`src/rtl/core/multiboot2_header_scanner_unit_macros.svh`:
```
// Assertion helpers for the header scanner. Both forms report through $error.
`ifndef MULTIBOOT2_HEADER_SCANNER_UNIT_MACROS_SVH
`define MULTIBOOT2_HEADER_SCANNER_UNIT_MACROS_SVH

`ifndef SYNTH
// Same-cycle implication, disabled while reset is held.
`define MB2HS_ASSERT_IMP(lbl, clk, rst_n, ante, cons) \
  lbl: assert property (@(posedge clk) disable iff (!rst_n) (ante) |-> (cons)) \
    else $error("mb2hs: same-cycle check failed");
// Next-cycle implication, disabled while reset is held.
`define MB2HS_ASSERT_NXT(lbl, clk, rst_n, ante, cons) \
  lbl: assert property (@(posedge clk) disable iff (!rst_n) (ante) |=> (cons)) \
    else $error("mb2hs: next-cycle check failed");
`else
`define MB2HS_ASSERT_IMP(lbl, clk, rst_n, ante, cons)
`define MB2HS_ASSERT_NXT(lbl, clk, rst_n, ante, cons)
`endif

`endif

```
`src/rtl/core/mb2hs_pkg.sv`:
```
`default_nettype none

package mb2hs_pkg;

  localparam int unsigned MB2HS_SEARCH_WINDOW = 32768;

  localparam logic [31:0] MB2HS_MAGIC       = 32'he85250d6;
  localparam logic [31:0] MB2HS_MIN_HDR_LEN = 32'd16;
  localparam logic [31:0] MB2HS_MIN_TAG_LEN = 32'd8;
  localparam logic [32:0] MB2HS_TAG_ALIGN_M = 33'd7;

  typedef enum logic [2:0] {
    ST_OK        = 3'd0,
    ST_NOT_FOUND = 3'd1,
    ST_BAD_ARCH  = 3'd2,
    ST_BAD_LEN   = 3'd3,
    ST_BAD_CSUM  = 3'd4,
    ST_BAD_TAG   = 3'd5
  } status_t;

  typedef enum logic [5:0] {
    PH_SEARCH  = 6'b000001,
    PH_ARCH    = 6'b000010,
    PH_LEN     = 6'b000100,
    PH_SUM     = 6'b001000,
    PH_TAGTYPE = 6'b010000,
    PH_TAGSIZE = 6'b100000
  } phase_t;

  typedef struct packed {
    logic [31:0] word;
    logic        last;
  } mb2hs_in_t;

  typedef struct packed {
    logic [2:0]  status;
    logic [14:0] header_offset;
  } mb2hs_out_t;

  typedef struct packed {
    logic [29:0] word_index;
    phase_t      phase;
    logic [31:0] header_length;
    logic [31:0] field_sum;
    logic [32:0] tag_pos;
    logic [15:0] tag_type;
    logic        decided;
  } mb2hs_state_t;

  localparam mb2hs_state_t MB2HS_STATE_RST = '{
    word_index:    30'd0,
    phase:         PH_SEARCH,
    header_length: 32'd0,
    field_sum:     32'd0,
    tag_pos:       33'd0,
    tag_type:      16'd0,
    decided:       1'b0
  };

endpackage

`default_nettype wire

```
`src/rtl/core/mb2hs_step.sv`:
```
`default_nettype none

// Next-state and result logic for one image word.
module mb2hs_step
  import mb2hs_pkg::*;
#(
  parameter int unsigned SEARCH_WINDOW = MB2HS_SEARCH_WINDOW,
  localparam int OFFS_W = $clog2(SEARCH_WINDOW)
) (
  input  wire mb2hs_state_t      st,
  input  wire logic [OFFS_W-1:0] cand,
  input  wire mb2hs_in_t         din,
  input  wire logic [31:0]       image_size,
  output mb2hs_state_t           st_nxt,
  output logic [OFFS_W-1:0]      cand_nxt,
  output logic                   emit,
  output mb2hs_out_t             res
);

  localparam logic [31:0] WinLimit = 32'(SEARCH_WINDOW);

  logic [31:0] pos;
  logic [31:0] limit;
  logic [31:0] cand_ext;
  logic [31:0] sum_new;
  logic [32:0] tag_round;
  logic [32:0] tag_pos_new;
  logic        emit_sw;
  status_t     status;

  always_comb begin
    st_nxt      = st;
    cand_nxt    = cand;
    emit_sw     = 1'b0;
    status      = ST_OK;
    pos         = {st.word_index, 2'b00};
    limit       = (image_size < WinLimit) ? image_size : WinLimit;
    cand_ext    = 32'(cand);
    sum_new     = st.field_sum + din.word;
    tag_round   = ({1'b0, din.word} + MB2HS_TAG_ALIGN_M) & ~MB2HS_TAG_ALIGN_M;
    tag_pos_new = st.tag_pos + tag_round;

    if (!st.decided) begin
      case (st.phase)
        PH_SEARCH: begin
          if (!st.word_index[0]) begin
            if (({1'b0, pos} + 33'd16) > {1'b0, limit}) begin
              emit_sw = 1'b1;
              status  = ST_NOT_FOUND;
            end else if (din.word == MB2HS_MAGIC) begin
              cand_nxt         = pos[OFFS_W-1:0];
              st_nxt.field_sum = din.word;
              st_nxt.phase     = PH_ARCH;
            end
          end
        end
        PH_ARCH: begin
          if (din.word != 32'd0) begin
            emit_sw = 1'b1;
            status  = ST_BAD_ARCH;
          end else begin
            st_nxt.phase = PH_LEN;
          end
        end
        PH_LEN: begin
          if (din.word < MB2HS_MIN_HDR_LEN ||
              ({1'b0, cand_ext} + {1'b0, din.word}) > {1'b0, image_size}) begin
            emit_sw = 1'b1;
            status  = ST_BAD_LEN;
          end else begin
            st_nxt.header_length = din.word;
            st_nxt.field_sum     = sum_new;
            st_nxt.phase         = PH_SUM;
          end
        end
        PH_SUM: begin
          st_nxt.field_sum = sum_new;
          if (sum_new != 32'd0) begin
            emit_sw = 1'b1;
            status  = ST_BAD_CSUM;
          end else begin
            st_nxt.tag_pos = 33'd16;
            if (33'd16 >= {1'b0, st.header_length}) begin
              emit_sw = 1'b1;
              status  = ST_OK;
            end else begin
              st_nxt.phase = PH_TAGTYPE;
            end
          end
        end
        PH_TAGTYPE: begin
          if ({2'b00, pos} == ({2'b00, cand_ext} + {1'b0, st.tag_pos})) begin
            st_nxt.tag_type = din.word[15:0];
            st_nxt.phase    = PH_TAGSIZE;
          end
        end
        PH_TAGSIZE: begin
          if (din.word < MB2HS_MIN_TAG_LEN ||
              ({1'b0, st.tag_pos} + 34'(din.word)) > {2'b00, st.header_length}) begin
            emit_sw = 1'b1;
            status  = ST_BAD_TAG;
          end else if (st.tag_type == 16'd0) begin
            emit_sw = 1'b1;
            status  = ST_OK;
          end else begin
            st_nxt.tag_pos = tag_pos_new;
            if (tag_pos_new >= {1'b0, st.header_length}) begin
              emit_sw = 1'b1;
              status  = ST_OK;
            end else begin
              st_nxt.phase = PH_TAGTYPE;
            end
          end
        end
        default: begin
          st_nxt.phase = PH_SEARCH;
        end
      endcase
    end

    st_nxt.decided    = st.decided | emit_sw;
    st_nxt.word_index = st.word_index + 30'd1;
    emit              = emit_sw;

    // The last word closes the image; an undecided image gets a verdict now.
    if (din.last) begin
      if (!st.decided && !emit_sw) begin
        emit   = 1'b1;
        status = (st_nxt.phase == PH_SEARCH) ? ST_NOT_FOUND : ST_BAD_LEN;
      end
      st_nxt   = MB2HS_STATE_RST;
      cand_nxt = '0;
    end

    res.status        = status;
    res.header_offset = (status == ST_OK) ? cand_ext[14:0] : 15'd0;
  end

endmodule

`default_nettype wire

```
`src/rtl/core/multiboot2_header_scanner_unit.sv`:
```
`default_nettype none

// Channel  Dir  Payload       Handshake
// in_      in   mb2hs_in_t    in_valid / in_ready
// out_     out  mb2hs_out_t   out_valid / out_ready
// cfg_     in   32-bit size   cfg_we, no wait
//
// One image word is taken per cycle while input is not stalled by a waiting result;
// the sustained rate is one beat per clock, set by the combinational scan-state update in mb2hs_step.
// A deciding beat passes the input register and then the result register before its result is on out_.
// rst_n is synchronous and active low; it clears the scan state and image_size.
// A waiting result stalls input only when the held beat yields a result too;
// beats that decide nothing keep flowing past a stalled output.

`include "multiboot2_header_scanner_unit_macros.svh"

module multiboot2_header_scanner_unit
  import mb2hs_pkg::*;
#(
  parameter int unsigned SEARCH_WINDOW = MB2HS_SEARCH_WINDOW
) (
  input  wire logic        clk,
  input  wire logic        rst_n,
  input  wire logic        in_valid,
  output logic             in_ready,
  input  wire mb2hs_in_t   in_data,
  output logic             out_valid,
  input  wire logic        out_ready,
  output mb2hs_out_t       out_data,
  input  wire logic        cfg_we,
  input  wire logic [31:0] cfg_wdata
);

  localparam int OFFS_W = $clog2(SEARCH_WINDOW);

  // Input register: the beat that the step logic works on.
  mb2hs_in_t         in_data_r;
  logic              in_vld_r;

  // Scan state and the offset of the candidate header.
  mb2hs_state_t      st_r;
  mb2hs_state_t      st_nxt;
  logic [OFFS_W-1:0] cand_r;
  logic [OFFS_W-1:0] cand_nxt;

  logic [31:0]       image_size_r;

  // Result register.
  mb2hs_out_t        out_r;
  logic              out_vld_r;

  logic              emit;
  mb2hs_out_t        res;
  logic              fire;

  mb2hs_step #(
    .SEARCH_WINDOW (SEARCH_WINDOW)
  ) u_step (
    .st         (st_r),
    .cand       (cand_r),
    .din        (in_data_r),
    .image_size (image_size_r),
    .st_nxt     (st_nxt),
    .cand_nxt   (cand_nxt),
    .emit       (emit),
    .res        (res)
  );

  // The held beat is consumed unless it yields a result while the result
  // register is full and not being drained.
  assign fire     = in_vld_r && (!out_vld_r || out_ready || !emit);
  assign in_ready = !in_vld_r || fire;

  always_ff @(posedge clk) begin
    if (!rst_n) begin
      in_vld_r <= 1'b0;
    end else if (in_ready) begin
      in_vld_r <= in_valid;
    end
  end

  always_ff @(posedge clk) begin
    if (in_valid && in_ready) begin
      in_data_r <= in_data;
    end
  end

  always_ff @(posedge clk) begin
    if (!rst_n) begin
      st_r   <= MB2HS_STATE_RST;
      cand_r <= '0;
    end else if (fire) begin
      st_r   <= st_nxt;
      cand_r <= cand_nxt;
    end
  end

  // The size register survives the clear done by the last word.
  always_ff @(posedge clk) begin
    if (!rst_n) begin
      image_size_r <= 32'd0;
    end else if (cfg_we) begin
      image_size_r <= cfg_wdata;
    end
  end

  always_ff @(posedge clk) begin
    if (!rst_n) begin
      out_vld_r <= 1'b0;
    end else if (fire && emit) begin
      out_vld_r <= 1'b1;
    end else if (out_ready) begin
      out_vld_r <= 1'b0;
    end
  end

  always_ff @(posedge clk) begin
    if (fire && emit) begin
      out_r <= res;
    end
  end

  assign out_valid = out_vld_r;
  assign out_data  = out_r;

  // A header always sits on an 8-byte boundary.
  `MB2HS_ASSERT_IMP(a_offset_aligned, clk, rst_n, out_vld_r, out_r.header_offset[2:0] == 3'd0)
  // Only a good header carries an offset.
  `MB2HS_ASSERT_IMP(a_offset_only_ok, clk, rst_n, out_vld_r && out_r.status != ST_OK, out_r.header_offset == 15'd0)
  `MB2HS_ASSERT_IMP(a_status_range, clk, rst_n, out_vld_r, out_r.status <= ST_BAD_TAG)
  // The last word returns the scanner to the start of a new image.
  `MB2HS_ASSERT_NXT(a_last_clears, clk, rst_n, fire && in_data_r.last, st_r == MB2HS_STATE_RST)
  // Once decided, the image stays decided until its last word.
  `MB2HS_ASSERT_NXT(a_decided_holds, clk, rst_n, st_r.decided && !(fire && in_data_r.last), st_r.decided)

endmodule

`default_nettype wire
```
`config.mk`:
```
export PLATFORM = sky130hd
export DESIGN_NAME = multiboot2_header_scanner_unit
export DESIGN_NICKNAME = d
export VERILOG_FILES = /design/src/rtl/core/mb2hs_pkg.sv /design/src/rtl/core/mb2hs_step.sv /design/src/rtl/core/multiboot2_header_scanner_unit.sv
export VERILOG_INCLUDE_DIRS = /design/src /design/src/rtl/core
export SDC_FILE = /design/constraint.sdc
export NUM_CORES = 1
export LEC_CHECK = 0
export BUFFER_PORTS_ARGS = -buffer_cell sky130_fd_sc_hd__buf_2
export CAP_MARGIN = 20
export CORE_ASPECT_RATIO = 1.25
export CORE_MARGIN = 5
export CORE_UTILIZATION = 50
export CTS_BUF_LIST = sky130_fd_sc_hd__clkbuf_4 sky130_fd_sc_hd__clkbuf_8
export DETAILED_ROUTE_END_ITERATION = 16
export GPL_TIMING_DRIVEN = 1
export PLACE_DENSITY_LB_ADDON = 0.25
export SYNTH_ARGS = -nofsm -noshare
export SYNTH_HDL_FRONTEND = slang
export SYNTH_SLANG_ARGS = --single-unit
```
`constraint.sdc`:
```
create_clock -name clk -period 14.45 [get_ports clk]
set_clock_uncertainty 0.2 [all_clocks]
set_input_delay 2.1675 -clock clk [delete_from_list [all_inputs] [get_ports clk]]
set_output_delay 2.1675 -clock clk [all_outputs]
set_load 0.1 [all_outputs]
```
==> impl_metrics.ini, run 1 <==
[final_layout]
final_area_um2 = 22900
layout-area-overhead-vs-synth_pct = 8.69
layout_commonest_cell = nand2_1
layout.nets = 2953
layout_common_cells = nand2_1 (341), ha_1 (239), dfxtp_1 (193)
drive_above_1_share_pct = 8.41

[power_and_ir_drop]
power_frac_comb_pct = 14.9
vdd_ir_drop_max_uv = 70.5
p_clk_share_pct = 43.3
p_int_mw = 1.23
leakage_nw = 9.68
power.density_nw_per_um2 = 76.2
total_power_mw = 1.75
p_sw_mw = 0.515
seqPwrFrac_pct = 41.8
swShare_pct = 29.5

[die]
die_w_um = 194
start_util_pct = 50.3
dieArea_um2 = 46400
pin_count = 90
placementRows = 84
die_y_um = 240
fp.coreArea_um2 = 41900

[clock_network]
insertion_delay_ps = 630
cts_max_level = 2
cts_resized = 0
cts_tree = yes
root_buffer = clkbuf_8
cts_buffers = 45
clkTransAtPathRegs_ps = 60
cts_num_sinks = 241
ctsHoldBuffers = 0
cts.path.max_buffers = 3
post_cts_buffers = 0

[timing]
finalCriticalPeriod_ps = 10740
whs_ps = 257
finalSetupViolCount = 0
post-route-worst-setup-slack_ps = 3710
fmax_mhz = 93.1
fin_crit_sh_pct = 74.3
tns_ps = 0
maxSlewHeadroom_pct = 23.4
rsz0062_at_grt = false
slew_violations = 0
tightest_slew_ps = 1150
hold_viol = 0

[placed_design]
pre_cts_ws_ps = 4490
place_hpwl_um = 56400
place_area_um2 = 21900
place.gp.congestion = 0.984
port_buffers = 86

[logic_synthesis]
ys_warn_count = 0
synth_edf_count = 48
synthTopCellsByArea = dfxtp_1 (18%), ha_1 (14%), edfxtp_1 (6.8%), nand2_1 (6.1%), mux2i_1 (5.6%)
synthesis.area_um2 = 21100
syn_avg_cell_area_um2 = 8.08
ys.flop_type = dfxtp_1
yosysTopAreaCell = dfxtp_1
netlist_instances = 2611
yosysSeqAreaShare_pct = 25.2
synthDistinctLibCells = 89
yosys_register_bits = 241
synth_top_area_share_pct = 18.3
async_flop_share_pct = 0

[critical_path]
rrSetupSlack_ps = 5690
cp_top_family = simple AND/OR/NAND/NOR gates
crit_buf_inv = 1
reg2reg_from = in_data_r[5]$_DFFE_PP_
critPathMaxFanout = 12
required_ps = 12080
path_class = flip-flop to output pin
slowest_delay_ps = 700
worstRegToRegCells = 27
critPathCaptureType = output pin
cp_slowest_cell = edfxtp_1
critPathLaunchType = flip-flop
crit_arrival_ps = 8370
worstReg2RegEnd = in_data_r[32]$_DFFE_PP_

[route]
wire_per_inst_um = 22.5
wl_met3_um = 3820
met2_length_um = 35200
wl_um = 72700
drtIter0Drc = 1514
wl_met1_um = 28600
via_per_inst = 6.23
num_vias = 20149
topRoutingLayerUsed = met4
route.detailed.drc = 0
antenna_left = 0
dr.pass1.iters = 9

[worst_hold_path]
min_path_type = flip-flop to flip-flop
hold_end = st_r[7]$_SDFFE_PN0P_
min-delay-start = st_r[7]$_SDFFE_PN0P_
hold_depth = 2

[global_route]
grt.overflow.total = 0
grt_pass1_vias = 20039
grt_max_degree = 81
grt_first_pass_wirelength_um = 111000
gr-usage-all-layers_pct = 30.1
antenna_found_initial = 1

[run]
drv_cap = 0

[status]
status = completed
-- power groups by stage --
stage	registers (mW)	clock network (mW)	logic (mW)
3_5_place_dp	0.743	0	0.255
4_1_cts	0.729	0.772	0.256
6_report	0.730	0.756	0.260
2_1_floorplan	0.730	0	0.185
3_3_place_gp	0.743	0	0.249
5_1_grt	0.731	0.803	0.286
-- state kept, by name, indices dropped and copies added (netlist names) --
signal,flops
cand_r,12
image_size_r,32
in_data_r,33
in_vld_r,1
out_data,15
out_valid,1
st_r,147
-- layout make-up --
cell class / count / area (um^2)
clock buffers: 64 / 806
repair buffers: 112 / 648
inverters: 114 / 428
clock inverters: 18 / 200
diodes: 2 / 5.00
multi-input cells: 2126 / 14800
well taps: 559 / 699
flip-flops and latches: 241 / 5310
fillers: 4020 / 19000
-- through the flow --
step / instances / util [%]
after floorplan: 2628 / -
after global placement: 3150 / 52.2
after detailed placement: 3150 / 52.2
after CTS: 3232 / 54.6
after global routing: 3235 / 54.7
final: 3236 / 54.7
-- cells in the mapped netlist, types with 22 or more instances --
library cell and number:
edfxtp_1 48, nor4_1 43, nand2b_1 22, and2_1 23, nor3_1 46, o211ai_1 22, nand2_1 341, dfxtp_1 193
mux2i_1 118, and3_1 34, inv_1 113, nand3_1 81, nor2_1 155, nand4_1 62, a211oi_1 25, o21ai_0 116
a22o_1 47, ha_1 239, a21o_1 49, clkbuf_1 115, xnor2_1 132, a21oi_1 189, xor2_1 58
-- metal layers --
metal  track usage, %  up-vias
li1                 -     9608
met1             34.7     9610
met2             53.1      727
met3             4.11      204
met4             18.6        0
met5                0        -
-- tightest hold or removal path: cells and delay by family, from the launching register on --
| kind | cells | cell delay [ps] |
|---|---|---|
| mux | 1 | 50 |
| flops | 1 | 310 |
| simple gates | 1 | 50 |
-- worst max-delay path by stage --
stage	from	end	slack [ps]	cells after the start
final	in_data_r[5]$_DFFE_PP_	in_ready	3710	27
after detailed placement	in_data_r[5]$_DFFE_PP_	in_ready	4490	27
after CTS	in_data_r[4]$_DFFE_PP_	in_ready	3790	27
after floorplan	in_data_r[5]$_DFFE_PP_	in_ready	4700	28
after global placement	in_data_r[5]$_DFFE_PP_	in_ready	4560	27
after global routing	in_data_r[5]$_DFFE_PP_	in_ready	3150	27
-- cell families after synthesis --
logic type      Yosys count  share of synthesized area [%]
buf+inv                 261                           5.10
xor+xnor                190                           7.89
mux                     118                           5.60
flops                   241                           25.2
simple gates            901                           20.8
compound gates          655                           20.8
other cells               2                         0.0356
fa+ha+maj               243                           14.6
No activity file was read; power rests on OpenSTA's default activity.
==> run 2, diff against run 1 <==
ABC_AREA = 1   (was not set)
clock period = 8.69 ns   (was 14.45 ns; I/O delays follow)
==> impl_metrics.ini, run 2 <==
[status]
status = completed

[global_route]
grt_pass1_vias = 23054
grt_first_pass_wirelength_um = 126000
gr-usage-all-layers_pct = 31.3
antenna_found_initial = 1
grt_max_degree = 69
grt.overflow.total = 0

[logic_synthesis]
yosys-top-cells-count = nand2_1 (990), inv_1 (505), nor2_1 (420)
ys.flop_type = dfxtp_1
netlist_instances = 3700
ys_warn_count = 0
muxShareOfSynthArea_pct = 0.0856
synth_top_family_by_area = simple AND/OR/NAND/NOR gates
synthesis.area_um2 = 23400
yosys_register_bits = 241
synthDistinctLibCells = 62
yosysTopAreaCell = dfxtp_1
synth_compound_area_share_pct = 12.6
synthTopCellsByArea = dfxtp_1 (17%), nand2_1 (16%), ha_1 (13%), inv_1 (8.1%), a21oi_1 (6.9%)
synth_adder_area_share_pct = 13.1
yosysMostFrequentCell = nand2_1
synth_top_area_share_pct = 16.5
synth-xor-area-share_pct = 7.21
yosysSeqAreaShare_pct = 22.7
synth_edf_count = 48
async_flop_share_pct = 0
synthSimpleGateAreaFrac_pct = 33.1
syn_avg_cell_area_um2 = 6.32

[die]
die_y_um = 252
die_w_um = 203
fp.coreArea_um2 = 46200
pin_count = 90
placementRows = 88
start_util_pct = 50.6
dieArea_um2 = 51200

[timing]
tightest_slew_ps = 1060
maxSlewHeadroom_pct = 28.7
finalSetupViolCount = 0
hold_viol = 0
rsz0062_at_grt = false
fin_crit_sh_pct = 94.1
slew_violations = 0
tns_ps = 0
finalCriticalPeriod_ps = 8170
whs_ps = 268
fmax_mhz = 122

[final_layout]
fill_cells = 4798
layout_commonest_cell = nand2_1
layout.nets = 4077
layout-area-overhead-vs-synth_pct = 8.50
drive_above_1_share_pct = 7.84
largest_reg_flops = 147
final_area_um2 = 25400
regMostFlops = st_r
fin_cells = 4387
top_regs = st_r x147, in_data_r x33, image_size_r x32
layout_common_cells = nand2_1 (988), inv_1 (505), nor2_1 (417)

[critical_path]
cp_common_cell = nand2_2
required_ps = 7190
endpoint = in_ready
critPathCaptureType = output pin
cp_top_family = simple AND/OR/NAND/NOR gates
slowest_delay_ps = 660
path_class = flip-flop to output pin
critPathLaunchType = flip-flop
reg2reg_from = in_data_r[5]$_DFFE_PP_
crit_arrival_ps = 6670
worstRegToRegCells = 37
worstReg2RegEnd = st_r[134]$_SDFFE_PN0P_
rrSetupSlack_ps = 1500
critPathMaxFanout = 8
critical_path_cell_count = 35
cp_slowest_cell = edfxtp_1
crit_buf_inv = 4
crit_path_start = in_data_r[5]$_DFFE_PP_

[power_and_ir_drop]
leakage_nw = 12.5
power.density_nw_per_um2 = 134
total_power_mw = 3.40
vdd_ir_drop_max_uv = 147

[clock_network]
cts.path.max_buffers = 3
cts_max_level = 2
cts_tree = yes
root_buffer = clkbuf_8
clkTransAtPathRegs_ps = 60
insertion_delay_ps = 650
cts_num_sinks = 241
ctsHoldBuffers = 0
cts_buffers = 45

[route]
dr.pass1.iters = 6
via_per_inst = 5.49
drtIter0Drc = 1525
wire_per_inst_um = 18.8
route.detailed.drc = 0
wl_um = 82400
num_vias = 24080
antenna_left = 0

[placed_design]
place.gp.congestion = 1.03
port_buffers = 86
place_inst = 4299
place_hpwl_um = 64500
place_area_um2 = 24300

[worst_hold_path]
hold_depth = 2
min_path_type = flip-flop to flip-flop

[run]
drv_cap = 0
## run 2: cell types whose count changed after synthesis, sizes merged, moves of 48 or more
cell	previous run	this run
nor2	156	434
nand3	81	130
xor2	58	129
xnor2	132	61
inv	113	523
a21oi	190	332
clkbuf	115	67
nand2	341	1009
nand4	62	113
mux2i	118	2
## run 2: kinds of logic (layout without fill, tap and decap cells)
group | after synthesis | after routing
flip-flops | 241 | 241
buffers and inverters | 652 | 736
other | 2 | 20
adder cells (fa/ha/maj) | 243 | 243
XOR/XNOR | 191 | 191
multiplexers | 2 | 2
AO/OA/AOI/OAI | 548 | 548
AND/OR/NAND/NOR | 1821 | 1821
## run 2: power by group
| part | total, mW | internal (mW) | switching [mW] |
|---|---|---|---|
| combinational | 0.916 | 0.309 | 0.607 |
| clock | 1.24 | 0.683 | 0.555 |
| sequential | 1.25 | 1.19 | 0.0600 |
## run 2: metal layers
metal	vias to the layer above	routed length [um]	track usage (%)
li1	12107	-	-
met4	0	6500	21.2
met1	10864	32500	36.1
met5	-	0	0
met2	819	38900	53.9
met3	290	4420	4.13
## run 2: repair_timing
action | in CTS | in global routing
endpoints found under the setup margin | 1 | 1
setup buffers | 0 | 3
resized for setup | 1 | 21
cloned | 0 | 0
pin swaps | 0 | 2
## run 2: final cells by class
type                            count  area, um^2  area share, %
Multi-Input combinational cell   2824       15600           61.5
Sequential cell                   241        5310           20.9
Inverter                          526        1970           7.78
Clock buffer                       61         783           3.09
Timing Repair Buffer              126         748           2.95
Tap cell                          585         732           2.89
Clock inverter                     23         211          0.834
Antenna cell                        1        2.50        0.00986
## run 2: tightest hold or removal path, delay by kind of cell, from the launching register on
| kind | cells | cell delay (ps) |
|---|---|---|
| AOI/OAI and AO/OA | 1 | 60 |
| DFF | 1 | 310 |
| and+or+nand+nor | 1 | 60 |
## run 2: worst min path at each step
stage | start | endpoint | slack (ps)
after floorplan | st_r[10]$_SDFFE_PN0P_ | st_r[10]$_SDFFE_PN0P_ | 240
after global placement | st_r[98]$_SDFFE_PN0P_ | st_r[98]$_SDFFE_PN0P_ | 250
after detailed placement | st_r[113]$_SDFFE_PN0P_ | st_r[113]$_SDFFE_PN0P_ | 260
after CTS | st_r[113]$_SDFFE_PN0P_ | st_r[113]$_SDFFE_PN0P_ | 270
after global routing | st_r[113]$_SDFFE_PN0P_ | st_r[113]$_SDFFE_PN0P_ | 290
final | st_r[113]$_SDFFE_PN0P_ | st_r[113]$_SDFFE_PN0P_ | 270
## run 2: per-stage QoR
step,utilization [%],worst slack (ps)
final,54.9,517
after global routing,54.9,37.6
after CTS,54.6,69.2
after detailed placement,52.4,662
after global placement,52.4,732
after floorplan,-,1370
